File: config.mk
export PLATFORM = sky130hd
export DESIGN_NAME = jpeg_coefficient_run_length_decoder
export DESIGN_NICKNAME = d
export VERILOG_FILES = /design/src/rtl/jrld_pkg.sv /design/src/rtl/jpeg_coefficient_run_length_decoder.sv /design/src/rtl/jrld_front.sv /design/src/rtl/jrld_fifo.sv /design/src/rtl/jrld_back.sv
export SDC_FILE = /design/constraint.sdc
export NUM_CORES = 1
export LEC_CHECK = 0
export BUFFER_PORTS_ARGS = -buffer_cell sky130_fd_sc_hd__clkbuf_2
export CELL_PAD_IN_SITES_DETAIL_PLACEMENT = 1
export CELL_PAD_IN_SITES_GLOBAL_PLACEMENT = 2
export CORE_MARGIN = 2
export CORE_UTILIZATION = 47
export CTS_BUF_LIST = sky130_fd_sc_hd__clkbuf_4 sky130_fd_sc_hd__clkbuf_8
export DETAILED_ROUTE_END_ITERATION = 8
export PLACE_DENSITY = 0.95
export SLEW_MARGIN = 20
export SYNTH_ARGS = -nofsm -noshare
export SYNTH_HDL_FRONTEND = slang
export SYNTH_SLANG_ARGS = --single-unit
File: constraint.sdc
create_clock -name clock -period 19.39 [get_ports clock]
set_input_delay 3.878 -clock clock [delete_from_list [all_inputs] [get_ports clock]]
set_output_delay 3.878 -clock clock [all_outputs]
set_load 0.02 [all_outputs]
File: src/rtl/jrld_pkg.sv
// ---------------------------------------------------------------------------
// jrld_pkg
// Shared types, symbol codes and magnitude decoding for the coefficient
// run-length decoder.
// ---------------------------------------------------------------------------
package jrld_pkg;

   localparam logic [7:0] SYM_EOB     = 8'h00;
   localparam logic [7:0] SYM_ZRL     = 8'hF0;
   localparam logic [5:0] BLOCK_LAST  = 6'd63;
   localparam logic [5:0] ZRL_FILL    = 6'd15;
   localparam logic [5:0] ZRL_LIMIT   = 6'd48;
   localparam int         MAG_WIDTH   = 17;

   // one command from the front: fill zeros from pos, then one closing word
   typedef struct packed {
      logic [5:0] pos;
      logic [5:0] fill;
      logic       last;
      logic       err;
   } jrld_cmd_type;

   // jpeg magnitude category decoding, size 0 gives 0
   function automatic logic signed [MAG_WIDTH-1:0] jrld_magnitude(
      input logic [3:0]  size,
      input logic [14:0] extra
   );
      logic [15:0] full;
      logic [15:0] top;
      logic [15:0] bits;
      logic signed [MAG_WIDTH-1:0] res;
      full = (16'd1 << size) - 16'd1;
      top  = full ^ (full >> 1);
      bits = {1'b0, extra} & full;
      if (size == 4'd0) begin
         res = '0;
      end else if ((bits & top) != 16'd0) begin
         res = $signed({1'b0, bits});
      end else begin
         res = $signed({1'b0, bits}) - $signed({1'b0, full});
      end
      return res;
   endfunction

endpackage

File: src/rtl/jpeg_coefficient_run_length_decoder.sv
// ---------------------------------------------------------------------------
// jpeg_coefficient_run_length_decoder
// Rebuilds zigzag-ordered coefficient blocks from decoded jpeg symbols.
// ---------------------------------------------------------------------------
// The front end takes one symbol per cycle while its two-entry command queue
// has room, updates the block position and dc predictor in that cycle, and
// queues one command. The back end sends one coefficient word per cycle while
// rsp_stall is low, so a symbol yields (zero run + 1) words: one for dc and a
// coded coefficient, run + 1 for run/size symbols, 16 for zrl, 64 - position
// for eob, one for any error word. Sustained symbol rate is set by that word
// count; a symbol passes the queue and the command and output registers.
// Error words (bad symbol, run past the block end, bad component) carry last
// and end the block; the next symbol is taken as dc.
module jpeg_coefficient_run_length_decoder #(
   parameter int NUM_COMPONENTS = 3,
   parameter int COEFF_WIDTH    = 16
) (
   input  logic                          clock,
   input  logic                          reset,
   input  logic                          req_valid,
   output logic                          req_stall,
   input  logic [1:0]                    req_component,
   input  logic [7:0]                    req_symbol,
   input  logic [14:0]                   req_extra_bits,
   output logic                          rsp_valid,
   input  logic                          rsp_stall,
   output logic [5:0]                    rsp_position,
   output logic signed [COEFF_WIDTH-1:0] rsp_coefficient,
   output logic                          rsp_last,
   output logic                          rsp_error
);
   import jrld_pkg::*;

   localparam int QW = $bits(jrld_cmd_type) + COEFF_WIDTH;

   jrld_cmd_type                  f_cmd;
   logic signed [COEFF_WIDTH-1:0] f_value;
   jrld_cmd_type                  h_cmd;
   logic signed [COEFF_WIDTH-1:0] h_value;
   logic [QW-1:0]                 head_data;
   logic                          q_full;
   logic                          q_empty;
   logic                          push;
   logic                          pop;

   assign req_stall = q_full;
   assign push      = req_valid && !q_full;

   jrld_front #(
      .NUM_COMPONENTS (NUM_COMPONENTS),
      .COEFF_WIDTH    (COEFF_WIDTH)
   ) u_front (
      .clock          (clock),
      .reset          (reset),
      .req_valid      (req_valid),
      .req_component  (req_component),
      .req_symbol     (req_symbol),
      .req_extra_bits (req_extra_bits),
      .accept         (!q_full),
      .cmd            (f_cmd),
      .cmd_value      (f_value)
   );

   jrld_fifo #(
      .WIDTH (QW)
   ) u_fifo (
      .clock     (clock),
      .reset     (reset),
      .push      (push),
      .push_data ({f_cmd, f_value}),
      .pop       (pop),
      .head_data (head_data),
      .full      (q_full),
      .empty     (q_empty)
   );

   assign h_cmd   = head_data[QW-1:COEFF_WIDTH];
   assign h_value = head_data[COEFF_WIDTH-1:0];

   jrld_back #(
      .COEFF_WIDTH (COEFF_WIDTH)
   ) u_back (
      .clock           (clock),
      .reset           (reset),
      .head_valid      (!q_empty),
      .head_cmd        (h_cmd),
      .head_value      (h_value),
      .pop             (pop),
      .rsp_valid       (rsp_valid),
      .rsp_stall       (rsp_stall),
      .rsp_position    (rsp_position),
      .rsp_coefficient (rsp_coefficient),
      .rsp_last        (rsp_last),
      .rsp_error       (rsp_error)
   );

   // an error word always closes the block
   a_err_last: assert property (@(posedge clock) disable iff (reset)
      rsp_valid && rsp_error |-> rsp_last)
      else $error("error word without last");

   // a clean block ends only at the final zigzag slot
   a_last_pos: assert property (@(posedge clock) disable iff (reset)
      rsp_valid && rsp_last && !rsp_error |-> rsp_position == BLOCK_LAST)
      else $error("block closed early without error");

   // nothing but the closing word may sit at the final slot
   a_pos_last: assert property (@(posedge clock) disable iff (reset)
      rsp_valid && !rsp_last |-> rsp_position != BLOCK_LAST)
      else $error("word at final slot not marked last");

   // an accepted symbol leaves a command in the queue
   a_queue: assert property (@(posedge clock) disable iff (reset)
      push |=> !q_empty)
      else $error("command lost in queue");

endmodule

File: src/rtl/jrld_front.sv
// ---------------------------------------------------------------------------
// jrld_front
// Takes one symbol a cycle while accept is high, tracks block position and
// dc predictors, turning each symbol into a back-end fill-and-close command.
// ---------------------------------------------------------------------------
module jrld_front #(
   parameter int NUM_COMPONENTS = 3,
   parameter int COEFF_WIDTH    = 16
) (
   input  logic                           clock,
   input  logic                           reset,
   input  logic                           req_valid,
   input  logic [1:0]                     req_component,
   input  logic [7:0]                     req_symbol,
   input  logic [14:0]                    req_extra_bits,
   input  logic                           accept,
   output jrld_pkg::jrld_cmd_type         cmd,
   output logic signed [COEFF_WIDTH-1:0]  cmd_value
);
   import jrld_pkg::*;

   localparam int SW   = ((COEFF_WIDTH > MAG_WIDTH) ? COEFF_WIDTH : MAG_WIDTH) + 1;
   localparam int IDXW = (NUM_COMPONENTS > 1) ? $clog2(NUM_COMPONENTS) : 1;
   localparam logic signed [SW-1:0] SAT_HI =
      {{(SW - COEFF_WIDTH + 1){1'b0}}, {(COEFF_WIDTH - 1){1'b1}}};
   localparam logic signed [SW-1:0] SAT_LO = ~SAT_HI;

   logic [5:0]                    pos_ff;
   logic [5:0]                    pos_in;
   logic signed [COEFF_WIDTH-1:0] pred_ff [NUM_COMPONENTS];
   logic                          pred_we;

   logic [3:0]                    run;
   logic [3:0]                    size;
   logic [6:0]                    run_end;
   logic                          bad_comp;
   logic [IDXW-1:0]               comp_idx;
   logic signed [MAG_WIDTH-1:0]   mag;
   logic signed [SW-1:0]          pre_sat;
   logic signed [COEFF_WIDTH-1:0] sat_val;

   assign run      = req_symbol[7:4];
   assign size     = req_symbol[3:0];
   assign run_end  = {1'b0, pos_ff} + {3'b000, run};
   assign bad_comp = {1'b0, req_component} >= 3'(NUM_COMPONENTS);
   assign comp_idx = req_component[IDXW-1:0];
   assign mag      = jrld_magnitude(size, req_extra_bits);

   always_comb begin
      if (pos_ff == 6'd0 && !bad_comp) begin
         pre_sat = SW'(pred_ff[comp_idx]) + SW'(mag);
      end else begin
         pre_sat = SW'(mag);
      end
      if (pre_sat > SAT_HI) begin
         sat_val = COEFF_WIDTH'(SAT_HI);
      end else if (pre_sat < SAT_LO) begin
         sat_val = COEFF_WIDTH'(SAT_LO);
      end else begin
         sat_val = COEFF_WIDTH'(pre_sat);
      end
   end

   // classify the symbol; defaults describe an aborted block
   always_comb begin
      cmd.pos   = pos_ff;
      cmd.fill  = 6'd0;
      cmd.last  = 1'b1;
      cmd.err   = 1'b1;
      cmd_value = '0;
      pos_in    = 6'd0;
      pred_we   = 1'b0;
      if (pos_ff == 6'd0) begin
         if (!bad_comp) begin
            cmd.last  = 1'b0;
            cmd.err   = 1'b0;
            cmd_value = sat_val;
            pos_in    = 6'd1;
            pred_we   = 1'b1;
         end
      end else if (req_symbol == SYM_EOB) begin
         cmd.fill = BLOCK_LAST - pos_ff;
         cmd.err  = 1'b0;
      end else if (req_symbol == SYM_ZRL) begin
         if (pos_ff <= ZRL_LIMIT) begin
            cmd.fill = ZRL_FILL;
            cmd.err  = 1'b0;
            cmd.last = (pos_ff == ZRL_LIMIT);
            pos_in   = pos_ff + 6'd16;
         end
      end else if (size != 4'd0 && run_end <= 7'(BLOCK_LAST)) begin
         cmd.fill  = {2'b00, run};
         cmd.err   = 1'b0;
         cmd.last  = (run_end == 7'(BLOCK_LAST));
         cmd_value = sat_val;
         pos_in    = run_end[5:0] + 6'd1;
      end
   end

   always_ff @(posedge clock) begin
      if (reset) begin
         pos_ff <= 6'd0;
         for (int i = 0; i < NUM_COMPONENTS; i++) begin
            pred_ff[i] <= '0;
         end
      end else if (accept && req_valid) begin
         pos_ff <= pos_in;
         if (pred_we) begin
            pred_ff[comp_idx] <= sat_val;
         end
      end
   end

endmodule

File: src/rtl/jrld_fifo.sv
// ---------------------------------------------------------------------------
// jrld_fifo
// Two-entry command queue between the front and back ends.
// ---------------------------------------------------------------------------
module jrld_fifo #(
   parameter int WIDTH = 30
) (
   input  logic             clock,
   input  logic             reset,
   input  logic             push,
   input  logic [WIDTH-1:0] push_data,
   input  logic             pop,
   output logic [WIDTH-1:0] head_data,
   output logic             full,
   output logic             empty
);
   logic [WIDTH-1:0] mem_ff [2];
   logic             wr_ptr_ff;
   logic             rd_ptr_ff;
   logic [1:0]       count_ff;
   logic [1:0]       count_in;

   assign full      = (count_ff == 2'd2);
   assign empty     = (count_ff == 2'd0);
   assign head_data = mem_ff[rd_ptr_ff];

   always_comb begin
      count_in = count_ff;
      if (push && !pop) begin
         count_in = count_ff + 2'd1;
      end else if (pop && !push) begin
         count_in = count_ff - 2'd1;
      end
   end

   always_ff @(posedge clock) begin
      if (push) begin
         mem_ff[wr_ptr_ff] <= push_data;
      end
   end

   always_ff @(posedge clock) begin
      if (reset) begin
         wr_ptr_ff <= 1'b0;
         rd_ptr_ff <= 1'b0;
         count_ff  <= 2'd0;
      end else begin
         count_ff <= count_in;
         if (push) begin
            wr_ptr_ff <= ~wr_ptr_ff;
         end
         if (pop) begin
            rd_ptr_ff <= ~rd_ptr_ff;
         end
      end
   end

endmodule

File: src/rtl/jrld_back.sv
// ---------------------------------------------------------------------------
// jrld_back
// Expands queued commands into one coefficient word per cycle unless stalled:
// zero fill first, then the closing word, through a registered output stage.
// ---------------------------------------------------------------------------
module jrld_back #(
   parameter int COEFF_WIDTH = 16
) (
   input  logic                           clock,
   input  logic                           reset,
   input  logic                           head_valid,
   input  jrld_pkg::jrld_cmd_type         head_cmd,
   input  logic signed [COEFF_WIDTH-1:0]  head_value,
   output logic                           pop,
   output logic                           rsp_valid,
   input  logic                           rsp_stall,
   output logic [5:0]                     rsp_position,
   output logic signed [COEFF_WIDTH-1:0]  rsp_coefficient,
   output logic                           rsp_last,
   output logic                           rsp_error
);
   import jrld_pkg::*;

   logic                          act_ff,   act_in;
   logic [5:0]                    cur_ff,   cur_in;
   logic [5:0]                    left_ff,  left_in;
   logic signed [COEFF_WIDTH-1:0] tval_ff,  tval_in;
   logic                          tlast_ff, tlast_in;
   logic                          terr_ff,  terr_in;

   logic                          vld_ff,   vld_in;
   logic [5:0]                    opos_ff,  opos_in;
   logic signed [COEFF_WIDTH-1:0] ocoef_ff, ocoef_in;
   logic                          olast_ff, olast_in;
   logic                          oerr_ff,  oerr_in;

   logic out_ready;
   logic emit;
   logic closing;

   assign out_ready = !vld_ff || !rsp_stall;
   assign emit      = act_ff && out_ready;
   assign closing   = (left_ff == 6'd0);
   assign pop       = head_valid && (!act_ff || (emit && closing));

   always_comb begin
      act_in   = act_ff;
      cur_in   = cur_ff;
      left_in  = left_ff;
      tval_in  = tval_ff;
      tlast_in = tlast_ff;
      terr_in  = terr_ff;
      vld_in   = vld_ff;
      opos_in  = opos_ff;
      ocoef_in = ocoef_ff;
      olast_in = olast_ff;
      oerr_in  = oerr_ff;
      if (emit) begin
         vld_in  = 1'b1;
         opos_in = cur_ff;
         if (closing) begin
            ocoef_in = tval_ff;
            olast_in = tlast_ff;
            oerr_in  = terr_ff;
            act_in   = 1'b0;
         end else begin
            ocoef_in = '0;
            olast_in = 1'b0;
            oerr_in  = 1'b0;
            cur_in   = cur_ff + 6'd1;
            left_in  = left_ff - 6'd1;
         end
      end else if (out_ready) begin
         vld_in = 1'b0;
      end
      // next command is loaded as the closing word goes out, or while idle
      if (pop) begin
         act_in   = 1'b1;
         cur_in   = head_cmd.pos;
         left_in  = head_cmd.fill;
         tval_in  = head_value;
         tlast_in = head_cmd.last;
         terr_in  = head_cmd.err;
      end
   end

   always_ff @(posedge clock) begin
      if (reset) begin
         act_ff <= 1'b0;
         vld_ff <= 1'b0;
      end else begin
         act_ff <= act_in;
         vld_ff <= vld_in;
      end
      cur_ff   <= cur_in;
      left_ff  <= left_in;
      tval_ff  <= tval_in;
      tlast_ff <= tlast_in;
      terr_ff  <= terr_in;
      opos_ff  <= opos_in;
      ocoef_ff <= ocoef_in;
      olast_ff <= olast_in;
      oerr_ff  <= oerr_in;
   end

   assign rsp_valid       = vld_ff;
   assign rsp_position    = opos_ff;
   assign rsp_coefficient = ocoef_ff;
   assign rsp_last        = olast_ff;
   assign rsp_error       = oerr_ff;

endmodule

### Word-level counts from Yosys, hierarchy flattened

Memories as Yosys holds them, arrays and structs flattened. A register that Yosys moved wholly into a read port is not among the register bits.
Index checks and enable logic that the tools add are counted.
Widths: inputs -> output; s select.

* output and inout port bits: 26
* logic and storage cells: 129
* memory bits (writable): 108
* memories kept: 2
* register bits: 66
* input bits: 29

Memories
* u_fifo.mem_ff: words 2, bits a word 30, read ports 1, clocked after memory_dff 1, write ports 1, RTL line jrld_fifo.sv:17 `logic [WIDTH-1:0] mem_ff [2];`
* u_front.pred_ff: words 3, bits a word 16, read ports 1, clocked after memory_dff 0, write ports 3, RTL line jrld_front.sv:30 `logic signed [COEFF_WIDTH-1:0] pred_ff [NUM_COMPONENTS];`

* eq/ne operators: 5
* add/sub/neg operators: 11
* bitwise gates (word level): 5
* reduce and logical (&&, ||, !) cells: 32
* shifts and indexed selects: 1
* muxes and demuxes: 53
* $lt $le $gt $ge: 5

Operators by type and width (number)
* $mux 16: 8
* $mux 6: 15
* $mux 17: 2
* $mux 1: 21
* $add 16x17->18: 1
* $gt 18x16->1 const B: 1
* $lt 18x16->1 const B: 1
* $mux 18: 1
* $sub 16x16->17: 1
* $and 15x16->16: 1
* $and 16x16->16: 1
* $reduce_bool 16->1: 1
* $reduce_or 16->1: 1
* $shl 1x4->16 const A: 1
* $sub 16x1->16 const B: 1
* $xor 16x15->16: 1
* $add 6x1->6 const B: 2
* $logic_not 6->1: 2
* $mux 2: 5
* $eq 8x8->1 const B: 1
* $logic_and 1x1->1: 8
* $logic_not 1->1: 8
* $logic_not 8->1: 1
* $mux 8: 1
* 20 further kinds: 26

### Logic depth before layout (Yosys ltp)

* depth in word-level cells: 16
* mapped depth: 29
* depth with buffers taken out: 21

### Cells and area by module

A second synthesis with hierarchy kept.

* cells, all modules: 945
* area, all modules: 10616.4 sq um

Modules (own cells, without submodules)
* jrld_front: area each 6067.1 sq um, instances 1, seq. area each 2042.0 sq um, cells an instance 689
* jrld_fifo: area each 2362.3 sq um, instances 1, seq. area each 1901.8 sq um, cells an instance 115
* jrld_back: area each 2173.3 sq um, instances 1, seq. area each 1661.6 sq um, cells an instance 138
* jpeg_coefficient_run_length_decoder: area each 13.8 sq um, instances 1, seq. area each 0.0 sq um, cells an instance 3

### Worst setup path before layout

Ideal clock, no wire load.

* path type: input to register
* from: input port req_symbol[3]
* to: memory u_fifo.mem_ff[0][7] (data pin)
* path slack: 9.842 ns
* stages: 24
* buffers on the path: 4
* setup time: 0.282 ns
* required time: 19.108 ns
* arrival: 9.266 ns
* cells stage by stage: buf_2 -> nor4_4 -> inv_2 -> clkbuf_1 -> ha_1 -> or4b_1 -> o22ai_1 -> a221oi_1 -> o2111a_1 -> buf_4 -> nand2_2 -> buf_2 -> xnor2_1 -> and2_1 -> ha_1 -> fa_1 -> a21o_1 -> a221oi_1 -> a211oi_1 -> o31a_1 -> xnor2_1 -> nand2_1 -> a211oi_1 -> nor3_1

* cells in the longest elaborated chain, start to end: 16
* elaborated cells on any way between the ends: 25
* those cells by class: add/sub (3); order compare (2); eq/ne (1); shift (1); mux (10); bitwise (3); reduce/logical (5)

RTL lines
* start, declared: RTL line jpeg_coefficient_run_length_decoder.sv:23 `input logic [7:0] req_symbol,`
* branches (longest 15 deep; another with $add 16x17->18)
* $mux 16 *: RTL line jrld_front.sv:73 `if (pos_ff == 6'd0) begin`
* via f_value[7]: RTL line jpeg_coefficient_run_length_decoder.sv:37 `logic signed [COEFF_WIDTH-1:0] f_value;`
* end, declared: RTL line jrld_fifo.sv:17

Mark *: on every way through the listed nets, which the timed path passes.

### Final worst setup path

* from: input port req_symbol[3]
* to: memory u_fifo.mem_ff[1][9] (data pin)

Same word-level chain as after synthesis.

==> run metrics <==
Tmin final about 11 ns; Worst-Margin Slew 1.07 ns; Crit path top cell by count nor2_1; global-route wire length before repair approximately 47,000 um; DR vias/cell 6.21; full die area 24,400 sq um; biggest area consumer among synthesized cells edfxtp_1; die extent in y 156 um; final RePlAce weighted congestion just over 0.9; Pwr Density 143 nW/um^2; worst setup path end u_fifo.mem_ff[1][9]; Routed Antenna Nets 0; post-placement setup slack roughly 7.7 ns; Peak VDD IR a little under 0.06 mV; synth cell count leaders edfxtp_1, nor2_1, a21oi_1, nand2_1; top-count cell post-synth edfxtp_1; Worst Hold Slack 0.520 ns; post-DP HPWL 21,400 um; Reg2Reg Depth 11; wirelength, routed a little under 30,000 um; Async SR Flop Fraction 0%; vias in the first global route around 8,400; Synth top area share between 40 and 50%; number of diodes 0; IO Port Bufs 54; hold wc startpoint u_back.cur_ff[5]; DP Cell Count 1,282; Final Hold Viols 0; RSZ-0062 raised after global routing false; Hold-fix buffers, CTS 0; Slew Viols, Final 0; Max-Slew Margin vs Limit roughly 28%; Remaining DRCs 0; Post-layout nets between 1,000 and 1,500; Post-Route Setup TNS 0 ns; CTS Buffer Depth 2; Pre-Repair DR Iteration Count 4; initial antenna violation count 0; syn_area_per_cell 11.1 sq um; clk slew on worst S/H paths roughly 0.12 ns; Finished Layout Cells 1,314; Core Region 22,600 sq um; HP Class reg -> reg; IO Count 55; DRT iter0 DRCs about 670; Crit. End Element flip-flop; row count 55; Die W 156 um; largest net degree at the start of global routing 41; clock skew between 0.02 and 0.03 ns; Area growth syn-to-layout 8.40%; R2R Setup Slk 14.55 ns; CP Launch Point req_symbol[3]; Crit Path Class in -> reg; synth warn 0; cell count after synthesis ~1,000; startpoint types input port; Num Clock Sinks around 190; Clock Tree Root clkbuf_8; leak pwr approximately 4.3 nW; Tcrit/Tclk final between 50% and 60%; Critical-path top delay cell nor2_1; Mapped Area 10,900 sq um; post-cts resize count 0; worst r2r dst u_fifo.mem_ff[1][9]; post-synth cell types 88; Primary FF master, synth edfxtp_1; Post-synth EDFFs around 180; routed vias roughly 8,200; Crit path largest cell delay 0.87 ns; synthesis-stage register bit count about 190; CTS Buf Count 17; latest clock arrival within the worst-skew pair 0.49 ns; worst setup margin roughly 8.0 ns; area post-placement about 11,000 sq um; gr ovfl total 0; register area share after synthesis around 52%; achievable clock frequency just under 90 MHz; Worst EP required between 15 and 20 ns; outcome finished, final reports clean; Setup-failing EPs final 0; Max Fanout on Critical Path 35; setup repair bufs after CTS 0; Worst Path Arrival ~12 ns; post-route cell area approximately 12,000 sq um; Initial Utilization a little under half; WL/cell between 20 and 25 um; Clock H-tree levels 4; synth top area cells edfxtp_1, nor2_1, mux4_2; total track usage between 20% and 30%; Reg-to-Reg Start u_front.pred_ff[3][0]; crit path cell chain clkbuf_2 -> nor4_4 -> buf_4 -> inv_2 -> ha_1 -> nor2_1 -> and3_1 -> a311oi_1 -> o2111ai_1 -> nor2_1 -> o21ai_0 -> and2_1 -> fa_1 -> a21o_1 -> a221oi_1 -> a211oi_1 -> o31a_1 -> xnor2_1 -> nand2_1 -> nand2_2 -> o211ai_1; CTS tree built; # Max-Cap Violations 0; layout cells sized above 1 around 16%
[power by group]
part	switching (W)	internal (W)	total [W]
Combinational	0.000495	0.000236	0.000731
Clock	0.000169	0.0000992	0.000268
Sequential	0.0000474	0.000640	0.000688
[through the flow]
step	utilization (%)	total power, W
after floorplan	-	0.00119
after global placement	50.2	0.00138
after detailed placement	50.2	0.00142
after CTS	52.0	0.00169
after global routing	52.0	0.00179
final	52.0	0.00169
[final cells by class]
cell class                 instances  area (sq um)
inverter                          21          78.8
timing repair buffer              64           345
tap                              285           357
clock buffer                      17           234
clock inverter                    15           186
fill                            2420         10900
sequential                       191          5610
multi-input combinational        721          4970
[flip-flops by register name, indices dropped and copies added (netlist names), 2 cells and up, named ones only]
register	count
u_front.pos_ff	6
u_fifo.count_ff	2
u_back.rsp_coefficient	16
u_back.tval_ff	16
u_back.rsp_position	6
u_fifo.mem_ff	60
u_back.left_ff	6
u_back.cur_ff	6
u_front.pred_ff	64
[worst min-delay path by stage]
stage	end	slack, ns	depth (start not counted)
final	u_back.rsp_position[5]	0.52	0
after global routing	u_back.rsp_position[5]	0.54	0
after CTS	u_back.act_ff	0.52	2
after detailed placement	u_back.rsp_position[5]	0.48	0
after global placement	u_back.rsp_valid	0.47	2
after floorplan	u_back.rsp_position[5]	0.45	0
[layer usage]
layer	GRT usage (%)	part of all wire (%)
met5	0	0
met4	8.87	2.7
met3	4.47	4.9
met2	44.4	50
met1	31.2	42
[logic make-up (layout without fill, tap and decap cells)]
logic type,count (synthesis),after routing,share of synthesized area [%]
simple gates,330,330,15.5
compound gates,247,247,15.3
flops,191,191,51.6
buf+inv,80,117,3.21
mux,59,59,7.61
xor+xnor,37,37,2.98
fa+ha+maj,32,32,3.82
other cells,1,16,0.0345
[cell usage in the layout, fill, tap and decap left out, types with 4 or more instances in the layout]
cell        n
nand4_1    12
a21o_1     15
mux4_2     17
nand2_1    56
o211ai_1    6
a311o_1     5
o21bai_1    4
and3_1     13
o21ai_0    30
nor2_1    104
conb_1     16
o21a_1      8
o22ai_1    17
a31oi_1     9
or4_1       6
and2_1     23
buf_4      10
a22oi_1    15
ha_1       30
o21ai_1    10
or2_2       4
nor3_1     24
xor2_1     10
xnor2_1    27
a211oi_1    6
clkbuf_8   17
inv_1      18
or3_1       5
mux2i_1    23
clkbuf_2   54
dfxtp_1    13
nor4_1      4
edfxtp_1  178
clkinv_8    6
a21oi_1    76
mux2_2     19
nor2b_1     6
nand3_1    36
nand2b_1   13
[worst max-delay path: cells and delay by family]
kind            cells  cell delay, ns
compound gates      8            2.81
buf+inv             3            0.94
fa+ha+maj           2            1.12
simple gates        7            2.73
xor+xnor            1            0.13
Note: power is estimated with default switching activity, not from simulation.
